===== src/rtl/tglq_pkg.sv =====
// Shared types, character codes and saturating helpers for the glyph quad layout block.
`default_nettype none

package tglq_pkg;

  localparam logic signed [31:0] Q_MAX = 32'sh7FFF_FFFF;
  localparam logic signed [31:0] Q_MIN = 32'sh8000_0000;

  // Pen steps keep the full tab product so the pen update saturates once
  localparam int unsigned STEP_W = 36;
  localparam logic signed [STEP_W-1:0] STEP_MAX = {1'b0, {(STEP_W-1){1'b1}}};
  localparam logic signed [STEP_W-1:0] STEP_MIN = {1'b1, {(STEP_W-1){1'b0}}};

  localparam int unsigned VERTS_PER_GLYPH = 6;
  localparam int unsigned VERT_IDX_W      = $clog2(VERTS_PER_GLYPH);

  localparam logic [1:0] ADDR_START_BASELINE_Y = 2'd0;

  localparam logic [7:0] CHAR_TAB    = 8'd9;
  localparam logic [7:0] CHAR_LF     = 8'd10;
  localparam logic [7:0] CHAR_VT     = 8'd11;
  localparam logic [7:0] CHAR_CR     = 8'd13;
  localparam logic [7:0] CHAR_SPACE  = 8'd32;

  typedef enum logic [2:0] {
    CHR_GLYPH,
    CHR_LF,
    CHR_VT,
    CHR_CR,
    CHR_SPACE,
    CHR_TAB
  } chr_e;

  typedef struct packed {
    logic [7:0]         char_code;
    logic               string_start;
    logic signed [31:0] glyph_bearing_x;
    logic signed [31:0] glyph_bearing_y;
    logic signed [31:0] glyph_width;
    logic signed [31:0] glyph_height;
    logic signed [31:0] glyph_advance;
    logic [15:0]        tex_left;
    logic [15:0]        tex_top;
    logic [15:0]        tex_right;
    logic [15:0]        tex_bottom;
  } in_item_t;

  typedef struct packed {
    logic signed [31:0] vertex_x;
    logic signed [31:0] vertex_y;
    logic [15:0]        vertex_u;
    logic [15:0]        vertex_v;
    logic               last_vertex;
    logic signed [31:0] box_min_x;
    logic signed [31:0] box_min_y;
    logic signed [31:0] box_max_x;
    logic signed [31:0] box_max_y;
  } out_item_t;

  // Per-character metrics after preparation, ready for the pen update
  typedef struct packed {
    chr_e                     cls;
    logic                     start;
    logic signed [31:0]       bx;
    logic signed [31:0]       by;
    logic signed [31:0]       w;
    logic signed [31:0]       h;
    logic signed [31:0]       hang;
    logic signed [STEP_W-1:0] adv_step;
    logic signed [STEP_W-1:0] y_step;
    logic [15:0]              tl;
    logic [15:0]              tt;
    logic [15:0]              tr;
    logic [15:0]              tb;
  } met_t;

  // Quad corners handed from the pen stage to the vertex emitter
  typedef struct packed {
    logic               clear;
    logic signed [31:0] x0;
    logic signed [31:0] y0;
    logic signed [31:0] w;
    logic signed [31:0] h;
    logic [15:0]        tl;
    logic [15:0]        tt;
    logic [15:0]        tr;
    logic [15:0]        tb;
  } crn_t;

  function automatic logic signed [31:0] sat33(input logic signed [32:0] v);
    if (v[32] != v[31]) begin
      return v[32] ? Q_MIN : Q_MAX;
    end
    return v[31:0];
  endfunction

  function automatic logic signed [31:0] sat_wide(input logic signed [STEP_W:0] v);
    if (v[STEP_W:31] == '0 || v[STEP_W:31] == '1) begin
      return v[31:0];
    end
    return v[STEP_W] ? Q_MIN : Q_MAX;
  endfunction

  function automatic logic signed [31:0] sat_add(input logic signed [31:0] a,
                                                 input logic signed [31:0] b);
    return sat33(33'(a) + 33'(b));
  endfunction

  function automatic logic signed [31:0] sat_sub(input logic signed [31:0] a,
                                                 input logic signed [31:0] b);
    return sat33(33'(a) - 33'(b));
  endfunction

endpackage

`default_nettype wire


===== src/rtl/tglq_metric.sv =====
// Input register and three-step preparation of hang, line step and pen advance.
`default_nettype none

module tglq_metric import tglq_pkg::*; #(
  parameter int unsigned TAB_SPACES = 4
) (
  input  wire logic     clk_i,
  input  wire logic     rst_ni,
  input  wire logic     in_valid_i,
  output logic          in_stall_o,
  input  wire in_item_t in_data_i,
  output logic          met_valid_o,
  input  wire logic     met_ready_i,
  output met_t          met_o
);

  localparam int unsigned TW = $clog2(TAB_SPACES + 1);
  localparam int unsigned PW = STEP_W + TW;
  localparam logic signed [TW:0] TabMul = (TW + 1)'(TAB_SPACES);

  function automatic logic signed [STEP_W-1:0] sat_tab(input logic signed [31:0] a);
    logic signed [PW-1:0] p;
    p = PW'(a) * PW'(TabMul);
    if (p[PW-1:STEP_W-1] == '0 || p[PW-1:STEP_W-1] == '1) begin
      return p[STEP_W-1:0];
    end
    return p[PW-1] ? STEP_MIN : STEP_MAX;
  endfunction

  function automatic chr_e decode(input logic [7:0] c);
    case (c)
      CHAR_LF:    return CHR_LF;
      CHAR_VT:    return CHR_VT;
      CHAR_CR:    return CHR_CR;
      CHAR_SPACE: return CHR_SPACE;
      CHAR_TAB:   return CHR_TAB;
      default:    return CHR_GLYPH;
    endcase
  endfunction

  logic     in_vld_q, in_vld_d;
  logic     s1_vld_q, s1_vld_d;
  logic     s2_vld_q, s2_vld_d;
  logic     s3_vld_q, s3_vld_d;
  in_item_t in_q;
  met_t     s1_q, s1_d;
  met_t     s2_q, s2_d;
  met_t     s3_q, s3_d;
  logic     in_rdy, s1_rdy, s2_rdy, s3_rdy;
  logic     in_ld, s1_ld, s2_ld, s3_ld;
  logic signed [33:0] line_sum;
  logic signed [31:0] line_sat;

  assign s3_rdy = !s3_vld_q || met_ready_i;
  assign s2_rdy = !s2_vld_q || s3_rdy;
  assign s1_rdy = !s1_vld_q || s2_rdy;
  assign in_rdy = !in_vld_q || s1_rdy;

  assign in_ld = in_valid_i && in_rdy;
  assign s1_ld = in_vld_q && s1_rdy;
  assign s2_ld = s1_vld_q && s2_rdy;
  assign s3_ld = s2_vld_q && s3_rdy;

  assign in_vld_d = in_ld || (in_vld_q && !s1_ld);
  assign s1_vld_d = s1_ld || (s1_vld_q && !s2_ld);
  assign s2_vld_d = s2_ld || (s2_vld_q && !s3_ld);
  assign s3_vld_d = s3_ld || (s3_vld_q && !met_ready_i);

  assign in_stall_o  = !in_rdy;
  assign met_valid_o = s3_vld_q;
  assign met_o       = s3_q;

  always_comb begin
    s1_d          = '0;
    s1_d.cls      = decode(in_q.char_code);
    s1_d.start    = in_q.string_start;
    s1_d.bx       = in_q.glyph_bearing_x;
    s1_d.by       = in_q.glyph_bearing_y;
    s1_d.w        = in_q.glyph_width;
    s1_d.h        = in_q.glyph_height;
    s1_d.hang     = sat_sub(in_q.glyph_bearing_y, in_q.glyph_height);
    s1_d.adv_step = (s1_d.cls == CHR_TAB) ? sat_tab(in_q.glyph_advance)
                                          : STEP_W'(in_q.glyph_advance);
    s1_d.tl       = in_q.tex_left;
    s1_d.tt       = in_q.tex_top;
    s1_d.tr       = in_q.tex_right;
    s1_d.tb       = in_q.tex_bottom;
  end

  assign line_sum = {s1_q.by[31], s1_q.by, 1'b0} + 34'(s1_q.hang);

  always_comb begin
    s2_d = s1_q;
    if (line_sum[33:31] == 3'b000 || line_sum[33:31] == 3'b111) begin
      line_sat = line_sum[31:0];
    end else begin
      line_sat = line_sum[33] ? Q_MIN : Q_MAX;
    end
    s2_d.y_step = STEP_W'(line_sat);
  end

  always_comb begin
    s3_d = s2_q;
    if (s2_q.cls == CHR_VT) begin
      s3_d.y_step = sat_tab(s2_q.y_step[31:0]);
    end
  end

  always_ff @(posedge clk_i or negedge rst_ni) begin
    if (!rst_ni) begin
      in_vld_q <= 1'b0;
      s1_vld_q <= 1'b0;
      s2_vld_q <= 1'b0;
      s3_vld_q <= 1'b0;
    end else begin
      in_vld_q <= in_vld_d;
      s1_vld_q <= s1_vld_d;
      s2_vld_q <= s2_vld_d;
      s3_vld_q <= s3_vld_d;
    end
  end

  always_ff @(posedge clk_i) begin
    if (in_ld) begin
      in_q <= in_data_i;
    end
    if (s1_ld) begin
      s1_q <= s1_d;
    end
    if (s2_ld) begin
      s2_q <= s2_d;
    end
    if (s3_ld) begin
      s3_q <= s3_d;
    end
  end

endmodule

`default_nettype wire


===== src/rtl/tglq_pen.sv =====
// Pen position state, whitespace handling and first quad corner.
`default_nettype none

module tglq_pen import tglq_pkg::*; (
  input  wire logic        clk_i,
  input  wire logic        rst_ni,
  input  wire logic signed [31:0] start_baseline_y_i,
  input  wire logic        met_valid_i,
  output logic             met_ready_o,
  input  wire met_t        met_i,
  output logic             crn_valid_o,
  input  wire logic        crn_ready_i,
  output crn_t             crn_o
);

  logic signed [31:0] pen_x_q, pen_x_d;
  logic signed [31:0] pen_y_q, pen_y_d;
  logic               clr_pend_q, clr_pend_d;
  logic               crn_vld_q, crn_vld_d;
  crn_t               crn_q, crn_d;
  logic signed [31:0] px, py;
  logic               is_ws, crn_rdy, take, crn_ld;

  assign is_ws   = (met_i.cls != CHR_GLYPH);
  assign crn_rdy = !crn_vld_q || crn_ready_i;
  assign met_ready_o = is_ws || crn_rdy;
  assign take    = met_valid_i && met_ready_o;
  assign crn_ld  = take && !is_ws;

  assign px = met_i.start ? 32'sd0 : pen_x_q;
  assign py = met_i.start ? start_baseline_y_i : pen_y_q;

  always_comb begin
    pen_x_d    = pen_x_q;
    pen_y_d    = pen_y_q;
    clr_pend_d = clr_pend_q;
    if (take) begin
      pen_x_d    = px;
      pen_y_d    = py;
      clr_pend_d = is_ws ? (clr_pend_q || met_i.start) : 1'b0;
      case (met_i.cls)
        CHR_LF, CHR_VT: begin
          pen_y_d = sat_wide((STEP_W + 1)'(py) - (STEP_W + 1)'(met_i.y_step));
          pen_x_d = 32'sd0;
        end
        CHR_CR: begin
          pen_x_d = 32'sd0;
        end
        CHR_SPACE, CHR_TAB, CHR_GLYPH: begin
          pen_x_d = sat_wide((STEP_W + 1)'(px) + (STEP_W + 1)'(met_i.adv_step));
        end
        default: begin
          pen_x_d = px;
        end
      endcase
    end
  end

  always_comb begin
    crn_d.clear = clr_pend_q || met_i.start;
    crn_d.x0    = sat_add(px, met_i.bx);
    crn_d.y0    = sat_add(py, met_i.hang);
    crn_d.w     = met_i.w;
    crn_d.h     = met_i.h;
    crn_d.tl    = met_i.tl;
    crn_d.tt    = met_i.tt;
    crn_d.tr    = met_i.tr;
    crn_d.tb    = met_i.tb;
  end

  assign crn_vld_d   = crn_ld || (crn_vld_q && !crn_ready_i);
  assign crn_valid_o = crn_vld_q;
  assign crn_o       = crn_q;

  always_ff @(posedge clk_i or negedge rst_ni) begin
    if (!rst_ni) begin
      pen_x_q    <= '0;
      pen_y_q    <= '0;
      clr_pend_q <= 1'b0;
      crn_vld_q  <= 1'b0;
    end else begin
      pen_x_q    <= pen_x_d;
      pen_y_q    <= pen_y_d;
      clr_pend_q <= clr_pend_d;
      crn_vld_q  <= crn_vld_d;
    end
  end

  always_ff @(posedge clk_i) begin
    if (crn_ld) begin
      crn_q <= crn_d;
    end
  end

endmodule

`default_nettype wire


===== src/rtl/tglq_emit.sv =====
// Far quad corner, six-vertex sequencer, running bounding box and output register.
`default_nettype none

module tglq_emit import tglq_pkg::*; (
  input  wire logic clk_i,
  input  wire logic rst_ni,
  input  wire logic crn_valid_i,
  output logic      crn_ready_o,
  input  wire crn_t crn_i,
  output logic      out_valid_o,
  input  wire logic out_stall_i,
  output out_item_t out_data_o
);

  typedef struct packed {
    logic               clear;
    logic signed [31:0] x0;
    logic signed [31:0] y0;
    logic signed [31:0] x1;
    logic signed [31:0] y1;
    logic [15:0]        tl;
    logic [15:0]        tt;
    logic [15:0]        tr;
    logic [15:0]        tb;
  } quad_t;

  localparam logic [VERT_IDX_W-1:0] LastIdx = VERT_IDX_W'(VERTS_PER_GLYPH - 1);

  quad_t                 quad_q, quad_d;
  logic                  quad_vld_q, quad_vld_d;
  logic [VERT_IDX_W-1:0] cnt_q, cnt_d;
  logic                  out_vld_q, out_vld_d;
  out_item_t             out_q, out_d;
  logic signed [31:0]    min_x_q, min_y_q, max_x_q, max_y_q;
  logic signed [31:0]    min_x_b, min_y_b, max_x_b, max_y_b;
  logic signed [31:0]    vx, vy;
  logic [15:0]           vu, vv;
  logic                  out_rdy, emit, last, quad_ld;

  assign out_rdy = !out_vld_q || !out_stall_i;
  assign emit    = quad_vld_q && out_rdy;
  assign last    = (cnt_q == LastIdx);
  assign crn_ready_o = !quad_vld_q || (emit && last);
  assign quad_ld = crn_valid_i && crn_ready_o;

  always_comb begin
    quad_d.clear = crn_i.clear;
    quad_d.x0    = crn_i.x0;
    quad_d.y0    = crn_i.y0;
    quad_d.x1    = sat_add(crn_i.x0, crn_i.w);
    quad_d.y1    = sat_add(crn_i.y0, crn_i.h);
    quad_d.tl    = crn_i.tl;
    quad_d.tt    = crn_i.tt;
    quad_d.tr    = crn_i.tr;
    quad_d.tb    = crn_i.tb;
  end

  assign quad_vld_d = quad_ld || (quad_vld_q && !(emit && last));
  assign cnt_d      = emit ? (last ? '0 : cnt_q + 1'b1) : cnt_q;
  assign out_vld_d  = emit || (out_vld_q && out_stall_i);

  always_comb begin
    case (cnt_q)
      3'd0: begin
        vx = quad_q.x0; vy = quad_q.y1; vu = quad_q.tl; vv = quad_q.tt;
      end
      3'd1, 3'd4: begin
        vx = quad_q.x0; vy = quad_q.y0; vu = quad_q.tl; vv = quad_q.tb;
      end
      3'd2, 3'd3: begin
        vx = quad_q.x1; vy = quad_q.y1; vu = quad_q.tr; vv = quad_q.tt;
      end
      default: begin
        vx = quad_q.x1; vy = quad_q.y0; vu = quad_q.tr; vv = quad_q.tb;
      end
    endcase
  end

  always_comb begin
    if (quad_q.clear && cnt_q == '0) begin
      min_x_b = Q_MAX;
      min_y_b = Q_MAX;
      max_x_b = Q_MIN;
      max_y_b = Q_MIN;
    end else begin
      min_x_b = min_x_q;
      min_y_b = min_y_q;
      max_x_b = max_x_q;
      max_y_b = max_y_q;
    end
    out_d.vertex_x    = vx;
    out_d.vertex_y    = vy;
    out_d.vertex_u    = vu;
    out_d.vertex_v    = vv;
    out_d.last_vertex = last;
    out_d.box_min_x   = (vx < min_x_b) ? vx : min_x_b;
    out_d.box_min_y   = (vy < min_y_b) ? vy : min_y_b;
    out_d.box_max_x   = (vx > max_x_b) ? vx : max_x_b;
    out_d.box_max_y   = (vy > max_y_b) ? vy : max_y_b;
  end

  assign out_valid_o = out_vld_q;
  assign out_data_o  = out_q;

  always_ff @(posedge clk_i or negedge rst_ni) begin
    if (!rst_ni) begin
      quad_vld_q <= 1'b0;
      cnt_q      <= '0;
      out_vld_q  <= 1'b0;
      min_x_q    <= Q_MAX;
      min_y_q    <= Q_MAX;
      max_x_q    <= Q_MIN;
      max_y_q    <= Q_MIN;
    end else begin
      quad_vld_q <= quad_vld_d;
      cnt_q      <= cnt_d;
      out_vld_q  <= out_vld_d;
      if (emit) begin
        min_x_q <= out_d.box_min_x;
        min_y_q <= out_d.box_min_y;
        max_x_q <= out_d.box_max_x;
        max_y_q <= out_d.box_max_y;
      end
    end
  end

  always_ff @(posedge clk_i) begin
    if (quad_ld) begin
      quad_q <= quad_d;
    end
    if (emit) begin
      out_q <= out_d;
    end
  end

endmodule

`default_nettype wire


===== src/rtl/text_glyph_quad_layout_core.sv =====
// Top level of the glyph quad layout block: register port and stage wiring.
//
// Usage: one character per input transaction, with its glyph metrics, on a
// valid/stall channel. Characters other than the five below give six vertex transactions
// (two triangles) on the output channel, each with the running bounding
// box; line feed, vertical tab, carriage return, space and tab only move
// the pen and give no output. string_start homes the pen to
// (0, start_baseline_y) and clears the box before its character.
// The emitter sends the vertices of a glyph from its single vertex output
// register and takes the next glyph while sending the sixth; whitespace is
// taken one per cycle unless a held glyph ahead of it stalls the stages.
// A stalled output holds its vertex; the stall backs up through the quad,
// corner, three preparation and input registers before in_stall_o rises.
// Reset empties all stages, puts the pen at (0, 0), the box at its empty
// extremes and start_baseline_y at 0. Write the register only while idle.
`default_nettype none

module text_glyph_quad_layout_core import tglq_pkg::*; #(
  parameter int unsigned TAB_SPACES = 4
) (
  input  wire logic        clk_i,
  input  wire logic        rst_ni,
  input  wire logic        in_valid_i,
  output logic             in_stall_o,
  input  wire in_item_t    in_data_i,
  output logic             out_valid_o,
  input  wire logic        out_stall_i,
  output out_item_t        out_data_o,
  input  wire logic        psel,
  input  wire logic        penable,
  input  wire logic        pwrite,
  input  wire logic [1:0]  paddr,
  input  wire logic [31:0] pwdata,
  output logic [31:0]      prdata,
  output logic             pready
);

  logic signed [31:0] start_y_q, start_y_d;
  logic               cfg_wr;
  logic               met_valid, met_ready;
  met_t               met;
  logic               crn_valid, crn_ready;
  crn_t               crn;

  assign pready = 1'b1;
  assign cfg_wr = psel && penable && pwrite && (paddr == ADDR_START_BASELINE_Y);
  assign start_y_d = cfg_wr ? pwdata : start_y_q;
  assign prdata = (paddr == ADDR_START_BASELINE_Y) ? start_y_q : '0;

  always_ff @(posedge clk_i or negedge rst_ni) begin
    if (!rst_ni) begin
      start_y_q <= '0;
    end else begin
      start_y_q <= start_y_d;
    end
  end

  tglq_metric #(
    .TAB_SPACES (TAB_SPACES)
  ) u_metric (
    .clk_i       (clk_i),
    .rst_ni      (rst_ni),
    .in_valid_i  (in_valid_i),
    .in_stall_o  (in_stall_o),
    .in_data_i   (in_data_i),
    .met_valid_o (met_valid),
    .met_ready_i (met_ready),
    .met_o       (met)
  );

  tglq_pen u_pen (
    .clk_i              (clk_i),
    .rst_ni             (rst_ni),
    .start_baseline_y_i (start_y_q),
    .met_valid_i        (met_valid),
    .met_ready_o        (met_ready),
    .met_i              (met),
    .crn_valid_o        (crn_valid),
    .crn_ready_i        (crn_ready),
    .crn_o              (crn)
  );

  tglq_emit u_emit (
    .clk_i       (clk_i),
    .rst_ni      (rst_ni),
    .crn_valid_i (crn_valid),
    .crn_ready_o (crn_ready),
    .crn_i       (crn),
    .out_valid_o (out_valid_o),
    .out_stall_i (out_stall_i),
    .out_data_o  (out_data_o)
  );

endmodule

`default_nettype wire


===== src/verif/tb.sv =====
// Self-checking testbench for the glyph quad layout block: directed table, then random strings.
`default_nettype none

module tb;
  import tglq_pkg::*;

  localparam int TAB_SPACES = 4;
  localparam int ONE = 32'h0001_0000;
  localparam logic [7:0] CHAR_NUL = 8'd0;
  localparam logic [7:0] CHAR_FF = 8'd12;
  localparam logic [7:0] CHAR_TOP = 8'd255;
  localparam int SETTLE_CYCLES = 20;
  localparam int PHASE_ITEMS = 60;

  logic clk = 1'b0;
  logic rst_n = 1'b0;
  logic in_valid = 1'b0;
  logic in_stall;
  in_item_t in_data = '0;
  logic out_valid;
  logic out_stall = 1'b0;
  out_item_t out_data;
  logic psel = 1'b0;
  logic penable = 1'b0;
  logic pwrite = 1'b0;
  logic [1:0] paddr = '0;
  logic [31:0] pwdata = '0;
  logic [31:0] prdata;
  logic pready;

  text_glyph_quad_layout_core #(.TAB_SPACES(TAB_SPACES)) u_top (
    .clk_i      (clk),
    .rst_ni     (rst_n),
    .in_valid_i (in_valid),
    .in_stall_o (in_stall),
    .in_data_i  (in_data),
    .out_valid_o(out_valid),
    .out_stall_i(out_stall),
    .out_data_o (out_data),
    .psel       (psel),
    .penable    (penable),
    .pwrite     (pwrite),
    .paddr      (paddr),
    .pwdata     (pwdata),
    .prdata     (prdata),
    .pready     (pready)
  );

  always begin
    #6 clk = 1'b1;
    #6 clk = 1'b0;
  end

  logic signed [31:0] baseline_y = '0;
  logic signed [31:0] pen_x = '0;
  logic signed [31:0] pen_y = '0;
  logic signed [31:0] min_x = Q_MAX;
  logic signed [31:0] min_y = Q_MAX;
  logic signed [31:0] max_x = Q_MIN;
  logic signed [31:0] max_y = Q_MIN;
  out_item_t vertex_q[$];
  int mismatches = 0;
  bit calm = 1'b0;
  out_item_t want;

  function automatic logic signed [31:0] clamp(longint v);
    if (v > longint'(Q_MAX)) return Q_MAX;
    if (v < longint'(Q_MIN)) return Q_MIN;
    return v[31:0];
  endfunction

  function automatic void add_vertex(logic signed [31:0] x, logic signed [31:0] y,
                                     logic [15:0] u, logic [15:0] v, logic last);
    out_item_t vx;
    if (x < min_x) min_x = x;
    if (y < min_y) min_y = y;
    if (x > max_x) max_x = x;
    if (y > max_y) max_y = y;
    vx.vertex_x = x;
    vx.vertex_y = y;
    vx.vertex_u = u;
    vx.vertex_v = v;
    vx.last_vertex = last;
    vx.box_min_x = min_x;
    vx.box_min_y = min_y;
    vx.box_max_x = max_x;
    vx.box_max_y = max_y;
    vertex_q.push_back(vx);
  endfunction

  function automatic void lay_out_glyph(in_item_t it);
    logic signed [31:0] bx, by, w, h, adv, hang, line, x0, y0, x1, y1;
    bx = it.glyph_bearing_x;
    by = it.glyph_bearing_y;
    w = it.glyph_width;
    h = it.glyph_height;
    adv = it.glyph_advance;
    if (it.string_start) begin
      pen_x = '0;
      pen_y = baseline_y;
      min_x = Q_MAX;
      min_y = Q_MAX;
      max_x = Q_MIN;
      max_y = Q_MIN;
    end
    hang = clamp(longint'(by) - longint'(h));
    line = clamp(2 * longint'(by) + longint'(hang));
    case (it.char_code)
      CHAR_LF: begin
        pen_y = clamp(longint'(pen_y) - longint'(line));
        pen_x = '0;
      end
      CHAR_VT: begin
        pen_y = clamp(longint'(pen_y) - longint'(line) * TAB_SPACES);
        pen_x = '0;
      end
      CHAR_CR: pen_x = '0;
      CHAR_SPACE: pen_x = clamp(longint'(pen_x) + longint'(adv));
      CHAR_TAB: pen_x = clamp(longint'(pen_x) + longint'(adv) * TAB_SPACES);
      default: begin
        x0 = clamp(longint'(pen_x) + longint'(bx));
        y0 = clamp(longint'(pen_y) + longint'(hang));
        x1 = clamp(longint'(x0) + longint'(w));
        y1 = clamp(longint'(y0) + longint'(h));
        pen_x = clamp(longint'(pen_x) + longint'(adv));
        add_vertex(x0, y1, it.tex_left, it.tex_top, 1'b0);
        add_vertex(x0, y0, it.tex_left, it.tex_bottom, 1'b0);
        add_vertex(x1, y1, it.tex_right, it.tex_top, 1'b0);
        add_vertex(x1, y1, it.tex_right, it.tex_top, 1'b0);
        add_vertex(x0, y0, it.tex_left, it.tex_bottom, 1'b0);
        add_vertex(x1, y0, it.tex_right, it.tex_bottom, 1'b1);
      end
    endcase
  endfunction

  function automatic in_item_t mk(logic [7:0] c, logic st, int bx, int by, int w, int h,
                                  int adv, logic [63:0] tex);
    in_item_t it;
    it.char_code = c;
    it.string_start = st;
    it.glyph_bearing_x = bx;
    it.glyph_bearing_y = by;
    it.glyph_width = w;
    it.glyph_height = h;
    it.glyph_advance = adv;
    {it.tex_left, it.tex_top, it.tex_right, it.tex_bottom} = tex;
    return it;
  endfunction

  function automatic logic signed [31:0] rand_metric();
    if ($urandom_range(0, 5) == 0) return $urandom;
    return $urandom_range(0, 32'h0080_0000) - 32'h0040_0000;
  endfunction

  function automatic in_item_t rand_char(bit st);
    logic [7:0] c;
    int pick;
    pick = $urandom_range(0, 15);
    case (pick)
      10: c = CHAR_LF;
      11: c = CHAR_VT;
      12: c = CHAR_CR;
      13: c = CHAR_SPACE;
      14: c = CHAR_TAB;
      15: c = 8'($urandom_range(0, 255));
      default: c = 8'($urandom_range(33, 126));
    endcase
    return mk(c, st, rand_metric(), rand_metric(), rand_metric(), rand_metric(),
              rand_metric(), {$urandom, $urandom});
  endfunction

  task automatic send(in_item_t it);
    int gap;
    gap = calm ? 0 : $urandom_range(0, 14);
    if (gap > 0) begin
      in_valid <= 1'b0;
      repeat (gap) @(posedge clk);
    end
    in_valid <= 1'b1;
    in_data <= it;
    do @(posedge clk); while (in_stall);
    lay_out_glyph(it);
  endtask

  task automatic drain();
    in_valid <= 1'b0;
    while (vertex_q.size() != 0) @(posedge clk);
    repeat (SETTLE_CYCLES) @(posedge clk);
  endtask

  task automatic reg_access(logic wr, logic [31:0] wdata, output logic [31:0] rdata);
    psel <= 1'b1;
    penable <= 1'b0;
    pwrite <= wr;
    paddr <= ADDR_START_BASELINE_Y;
    pwdata <= wdata;
    @(posedge clk);
    penable <= 1'b1;
    do @(posedge clk); while (!pready);
    rdata = prdata;
    psel <= 1'b0;
    penable <= 1'b0;
    @(posedge clk);
  endtask

  task automatic set_baseline(logic signed [31:0] value);
    logic [31:0] rd;
    reg_access(1'b1, value, rd);
    baseline_y = value;
    reg_access(1'b0, '0, rd);
    if (rd !== value) begin
      $display("%0t start_baseline_y readback: expected %h, got %h", $time, value, rd);
      mismatches++;
    end
  endtask

  task automatic check_field(string name, logic [31:0] exp_v, logic [31:0] act_v);
    if (exp_v !== act_v) begin
      $display("%0t vertex %s: expected %h, got %h", $time, name, exp_v, act_v);
      mismatches++;
    end
  endtask

  always @(posedge clk) begin
    if (rst_n && out_valid && !out_stall) begin
      if (vertex_q.size() == 0) begin
        $display("%0t unexpected vertex: expected none, got %h", $time, out_data);
        mismatches++;
      end else begin
        want = vertex_q.pop_front();
        check_field("x", want.vertex_x, out_data.vertex_x);
        check_field("y", want.vertex_y, out_data.vertex_y);
        check_field("u", 32'(want.vertex_u), 32'(out_data.vertex_u));
        check_field("v", 32'(want.vertex_v), 32'(out_data.vertex_v));
        check_field("last", 32'(want.last_vertex), 32'(out_data.last_vertex));
        check_field("box_min_x", want.box_min_x, out_data.box_min_x);
        check_field("box_min_y", want.box_min_y, out_data.box_min_y);
        check_field("box_max_x", want.box_max_x, out_data.box_max_x);
        check_field("box_max_y", want.box_max_y, out_data.box_max_y);
      end
    end
  end

  initial begin
    int n;
    forever begin
      n = calm ? 0 : $urandom_range(0, 14);
      if (n > 0) begin
        out_stall <= 1'b1;
        repeat (n) @(posedge clk);
        out_stall <= 1'b0;
      end
      do @(posedge clk); while (!(out_valid && rst_n));
    end
  end

  initial begin
    #3_000_000;
    $display("FAIL");
    $finish;
  end

  initial begin
    in_item_t dir_items[];
    out_item_t typed_last[int];
    logic signed [31:0] phase_base[6];
    dir_items = '{
      mk("A", 1'b1, ONE, 2*ONE, 3*ONE, ONE, 4*ONE, 64'h1000_2000_3000_4000),
      mk("B", 1'b0, 0, 2*ONE, 2*ONE, 2*ONE, 3*ONE, 64'h0800_0100_1800_0F00),
      mk(CHAR_SPACE, 1'b0, 0, 0, 0, 0, 2*ONE, 64'h0),
      mk(CHAR_TAB, 1'b0, 0, 0, 0, 0, ONE, 64'h0),
      mk("C", 1'b0, 32'h8000, 3*ONE, ONE, 2*ONE, 32'h0001_8000, 64'h1234_5678_9ABC_DEF0),
      mk(CHAR_LF, 1'b0, 0, 2*ONE, 0, ONE, 0, 64'h0),
      mk(CHAR_VT, 1'b0, 0, 2*ONE, 0, ONE, 0, 64'h0),
      mk(CHAR_CR, 1'b0, 0, 0, 0, 0, 0, 64'h0),
      mk(CHAR_FF, 1'b0, ONE, ONE, ONE, ONE, ONE, 64'h0100_0200_0300_0400),
      mk(CHAR_NUL, 1'b0, ONE, 2*ONE, ONE, ONE, ONE, 64'h0500_0600_0700_0800),
      mk(CHAR_TOP, 1'b0, 0, ONE, 2*ONE, ONE, 2*ONE, 64'h0900_0A00_0B00_0C00),
      mk("n", 1'b0, -ONE, ONE, -3*ONE, -2*ONE, -ONE, 64'h4000_3000_2000_1000),
      mk("M", 1'b1, Q_MAX, Q_MAX, Q_MAX, Q_MIN, Q_MAX, 64'hFFFF_FFFF_FFFF_FFFF),
      mk("m", 1'b1, Q_MIN, Q_MIN, Q_MIN, Q_MAX, Q_MIN, 64'h0),
      mk(CHAR_SPACE, 1'b0, 0, 0, 0, 0, Q_MAX, 64'h0),
      mk("x", 1'b0, ONE, ONE, ONE, ONE, Q_MAX, 64'h1111_2222_3333_4444),
      mk(CHAR_TAB, 1'b1, 0, 0, 0, 0, Q_MIN, 64'h0),
      mk(CHAR_VT, 1'b0, 0, Q_MAX, 0, Q_MIN, 0, 64'h0),
      mk(CHAR_LF, 1'b0, 0, Q_MIN, 0, Q_MAX, 0, 64'h0),
      mk(CHAR_LF, 1'b1, 0, ONE, 0, 0, 0, 64'h0),
      mk("Z", 1'b0, 32'h5555_5555, 32'h2AAA_AAAA, 32'hAAAA_AAAA, 32'h5555_5555,
         32'hAAAA_AAAA, 64'hFFFF_FFFF_FFFF_FFFF),
      mk(CHAR_CR, 1'b1, 0, 0, 0, 0, 0, 64'h0),
      mk("q", 1'b0, ONE, 2*ONE, ONE, 3*ONE, ONE, 64'h0010_0020_0030_0040)
    };
    typed_last[0] = '{vertex_x: 32'h0004_0000, vertex_y: 32'h0001_0000, vertex_u: 16'h3000,
                      vertex_v: 16'h4000, last_vertex: 1'b1, box_min_x: 32'h0001_0000,
                      box_min_y: 32'h0001_0000, box_max_x: 32'h0004_0000,
                      box_max_y: 32'h0002_0000};
    typed_last[12] = '{vertex_x: Q_MAX, vertex_y: Q_MAX, vertex_u: 16'hFFFF,
                       vertex_v: 16'hFFFF, last_vertex: 1'b1, box_min_x: Q_MAX,
                       box_min_y: 32'hFFFF_FFFF, box_max_x: Q_MAX, box_max_y: Q_MAX};
    typed_last[13] = '{vertex_x: Q_MIN, vertex_y: Q_MIN, vertex_u: 16'h0000,
                       vertex_v: 16'h0000, last_vertex: 1'b1, box_min_x: Q_MIN,
                       box_min_y: Q_MIN, box_max_x: Q_MIN, box_max_y: 32'hFFFF_FFFF};
    phase_base = '{Q_MAX, Q_MIN, $urandom, 32'h0020_0000, $urandom, 32'h0};

    repeat (5) @(posedge clk);
    rst_n <= 1'b1;
    @(posedge clk);

    // directed table, pen starting from the reset baseline
    foreach (dir_items[i]) begin
      send(dir_items[i]);
      if (typed_last.exists(i)) vertex_q[vertex_q.size() - 1] = typed_last[i];
    end
    drain();

    // random strings, one baseline per phase; some phases run without idling
    foreach (phase_base[p]) begin
      set_baseline(phase_base[p]);
      calm = (p % 3 == 2);
      for (int k = 0; k < PHASE_ITEMS; k++) begin
        send(rand_char(k == 0 || $urandom_range(0, 9) == 0));
      end
      drain();
    end

    if (mismatches == 0) begin
      $display("PASS");
    end else begin
      $display("FAIL");
    end
    $finish;
  end

endmodule

`default_nettype wire


===== config.mk =====
export PLATFORM = sky130hd
export DESIGN_NAME = text_glyph_quad_layout_core
export DESIGN_NICKNAME = d
export VERILOG_FILES = /design/src/rtl/tglq_pkg.sv /design/src/rtl/tglq_metric.sv /design/src/rtl/tglq_pen.sv /design/src/rtl/tglq_emit.sv /design/src/rtl/text_glyph_quad_layout_core.sv /design/src/verif/tb.sv
export SDC_FILE = /design/constraint.sdc
export NUM_CORES = 2
export LEC_CHECK = 0
export BUFFER_PORTS_ARGS = -buffer_cell sky130_fd_sc_hd__buf_2
export CAP_MARGIN = 20
export CORE_MARGIN = 1.5
export CORE_UTILIZATION = 30
export DETAILED_ROUTE_END_ITERATION = 7
export GPL_TIMING_DRIVEN = 0
export HOLD_SLACK_MARGIN = 0.06
export MAX_ROUTING_LAYER = met4
export PLACE_DENSITY = 0.49
export REMOVE_ABC_BUFFERS = 1
export SLEW_MARGIN = 20
export SYNTH_ARGS = -nofsm -noshare
export SYNTH_HDL_FRONTEND = slang
export SYNTH_SLANG_ARGS = --single-unit

===== constraint.sdc =====
create_clock -name clk_i -period 18.25 [get_ports clk_i]
set_clock_uncertainty 0.15 [all_clocks]
set_input_delay 3.65 -clock clk_i [delete_from_list [all_inputs] [get_ports clk_i]]
set_output_delay 3.65 -clock clk_i [all_outputs]
set_load 0.01 [all_outputs]

==> reports/results.ini <==
[placement]
dp_slack_ns=8.68
dp_cells=9588
io_buffers=532
hpwl_um=154000
dpl_cell_area_um2=89000
gp_congestion=0.872

[clocking]
cts.repair.resized=0
cts.path.max_buffers=4
h-tree-depth=4
clk_latency_ns=0.88
ctsRootBufferMaster=clkbuf_16
cts_tree=done
post-cts-setup-buffers=0
ctsHoldBuffers=0
path_clk_slew_ns=0.06
clock_sinks=1867
cts_made_buffers=212

[final_layout]
multi_input_area_um2=23900
synthToLayoutAreaGrowth_pct=19.4
fin_cells=9984
nFillCells=25500
fin_util=0.361
nNetsFinal=6920
regArea_um2=55000
final_area_um2=96000
drive_gt1_frac=0.194

[detailed_routing]
drtPass1Iterations=7
routedWlPerCell_um=20.7
dr.first_iter.drc_count=3193
drc=0
vias=47200
avgViaCountPerCell=4.73
ant_nets=0
wl_um=207000

[sta]
fin_tns_setup_ns=0
relSlewSlack=0.217
min_period_over_period=0.517
hold_slack_ns=0.220
setup_ws_ns=8.81
drv_slew=0
worst_pin_slew_ns=1.14
rsz0062_at_grt=false
fmax_ghz=0.106
min_period_ns=9.44
setup_viol=0
hold_viol_final=0

[synthesis]
ys_ff_latch=1867
synth.avg_cell_area_um2=14.3
ys_types=91
synth_edf_count=1632
synthArstFlopShare=0.126
synth_cells=5633
ys.flop_type=edfxtp_1
synth_area_um2=80400
synth-seq-area-share=0.684
ys_warn_count=0

[pwr]
irDropWorstVdd_mv=0.128
switching_power_mw=5.51
internal_power_mw=10.4
power.share.clock=0.269
p_per_area_nw_per_um2=166
p_total_mw=16.0
leakagePower_nw=36.5
p_sw_frac=0.345
p_seq_frac=0.389
combPwrFrac=0.342

[grt]
grt_max_degree=108
grt_pass1_wl_um=306000
antenna_found_initial=7
gr-usage-all-layers=0.154
grt_overflow_total=0
grt_pass1_vias=47200

[die]
die_width_um=521
start_util=0.302
coreArea_um2=266000
fp-row-count=189
die_area_um2=271000
io_pins=534
chipHeight_um=521

[worst_setup_path]
startpoint_type=input port
path_class=input port to primary output
worst-path-max-fanout=5
crit_arrival_ns=5.64
required_ns=14.45
end_kind=primary output

[worst_hold_path]
worstHoldPathType=flip-flop to flip-flop

[status]
outcome=finished clean

[job]
drv_cap=0

==> synth_stat cells (9+ instances only) <==
cell type / count / area (um^2)
nand4_1: 40 / 250
a221o_1: 33 / 330
o2bb2ai_1: 64 / 561
a31oi_1: 23 / 144
dfrtp_1: 171 / 4280
a2bb2oi_1: 34 / 298
o21ai_0: 274 / 1370
maj3_1: 49 / 490
o21a_1: 47 / 353
mux2i_1: 69 / 691
inv_1: 232 / 871
buf_1: 27 / 101
or2_2: 12 / 75.1
o31ai_1: 15 / 113
a2111oi_0: 11 / 96.3
edfxtp_1: 1632 / 49000
o21bai_1: 31 / 233
and2_1: 60 / 375
nand2_1: 236 / 886
nor2_1: 293 / 1100
nand2b_1: 78 / 488
and3_1: 15 / 93.8
mux2_2: 154 / 1730
buf_2: 16 / 80.1
dfstp_2: 64 / 1680
xnor2_1: 163 / 1430
clkbuf_1: 166 / 623
ha_1: 370 / 4630
or3_1: 16 / 100
a21o_1: 182 / 1370
xor2_1: 77 / 674
o211ai_1: 18 / 135
a221oi_1: 9 / 78.8
nor3_1: 86 / 430
a211oi_1: 45 / 338
nand3_1: 109 / 546
nor2b_1: 78 / 488
a21oi_1: 475 / 2380
a31o_2: 10 / 87.6
==> routing by layer <==
layer / GRT usage / share of wire
met2: 0.240 / 0.46
met3: 0.0230 / 0.042
met5: - / 0
met4: 0.0423 / 0.026
met1: 0.207 / 0.47
==> power groups by stage <==
stage / Combinational, mW / Sequential (mW) / Clock [mW]
floorplan: 3.27 / 6.35 / 0
global placement: 5.18 / 6.45 / 0
detailed placement: 5.51 / 6.30 / 0
CTS: 5.54 / 6.22 / 4.43
global route: 6.04 / 6.30 / 4.58
finish: 5.46 / 6.21 / 4.29
==> cell type report <==
class                      count  area share
multi-input combinational   3319       0.249
antenna                        9    0.000235
tap                         3533      0.0461
inverter                     232     0.00915
sequential                  1867       0.573
clock buffer                 271      0.0585
timing repair buffer         638      0.0496
clock inverter               115      0.0142
==> layout by cell type, fill, tap and decap left out, types with 69 or more instances in the layout <==
cell type  instances
edfxtp_1        1632
buf_2            542
a21oi_1          471
ha_1             370
nor2_1           284
o21ai_0          271
nand2_1          234
inv_1            231
clkbuf_16        214
a21o_1           180
dfrtp_1          171
xnor2_1          159
mux2_2           154
nand3_1          108
nor3_1            86
nor2b_1           77
nand2b_1          77
xor2_1            76
mux2i_1           69
==> cells by family after synthesis <==
group                    after synthesis  share of synthesized area
other                                  1                  0.0000467
buffers and inverters                447                     0.0215
adder cells (fa/ha/maj)              425                     0.0652
AO/OA/AOI/OAI                       1366                      0.109
AND/OR/NAND/NOR                     1064                     0.0643
XOR/XNOR                             240                     0.0262
flip-flops                          1867                      0.684
multiplexers                         223                     0.0302
==> worst max-delay path, stage by stage <==
cell	delay (ns)
buf_2	0.07
nand2_1	0.20
nand2_1	0.26
and2_1	0.29
nand3_1	0.15
nor2_1	0.34
nand4_1	0.41
inv_1	0.13
buf_2	0.14
==> final timing paths <==
check / from / to / slack, ns / cells past startpoint
hold / removal: u_metric.s1_q[269] / u_metric.s2_q[269] / 0.22 / 0
hold reg to reg: u_metric.s1_q[269] / u_metric.s2_q[269] / 0.22 / 0
max in group asynchronous: rst_ni / start_y_q[22] / 14.19 / 3
min in group asynchronous: rst_ni / u_emit.max_x_q[30] / 2.54 / 1
setup reg to reg: u_emit.cnt_q[0] / u_emit.max_y_q[9] / 11.72 / 22
setup / recovery: out_stall_i / in_stall_o / 8.81 / 9
==> registers in the layout (all words and copies together) (netlist names), 3 cells and up <==
| register | cells |
|---|---|
| u_emit.cnt_q | 3 |
| u_emit.min_x_q | 32 |
| u_pen.pen_y_q | 32 |
| start_y_q | 32 |
| u_emit.min_y_q | 32 |
| u_metric.met_o | 264 |
| u_pen.pen_x_q | 32 |
| u_metric.s1_q | 262 |
| u_emit.quad_q | 193 |
| u_emit.max_x_q | 32 |
| u_emit.out_data_o | 225 |
| u_pen.crn_o | 193 |
| u_metric.s2_q | 262 |
| u_metric.in_q | 233 |
| u_emit.max_y_q | 32 |
Power figures use the tool's default switching activity.
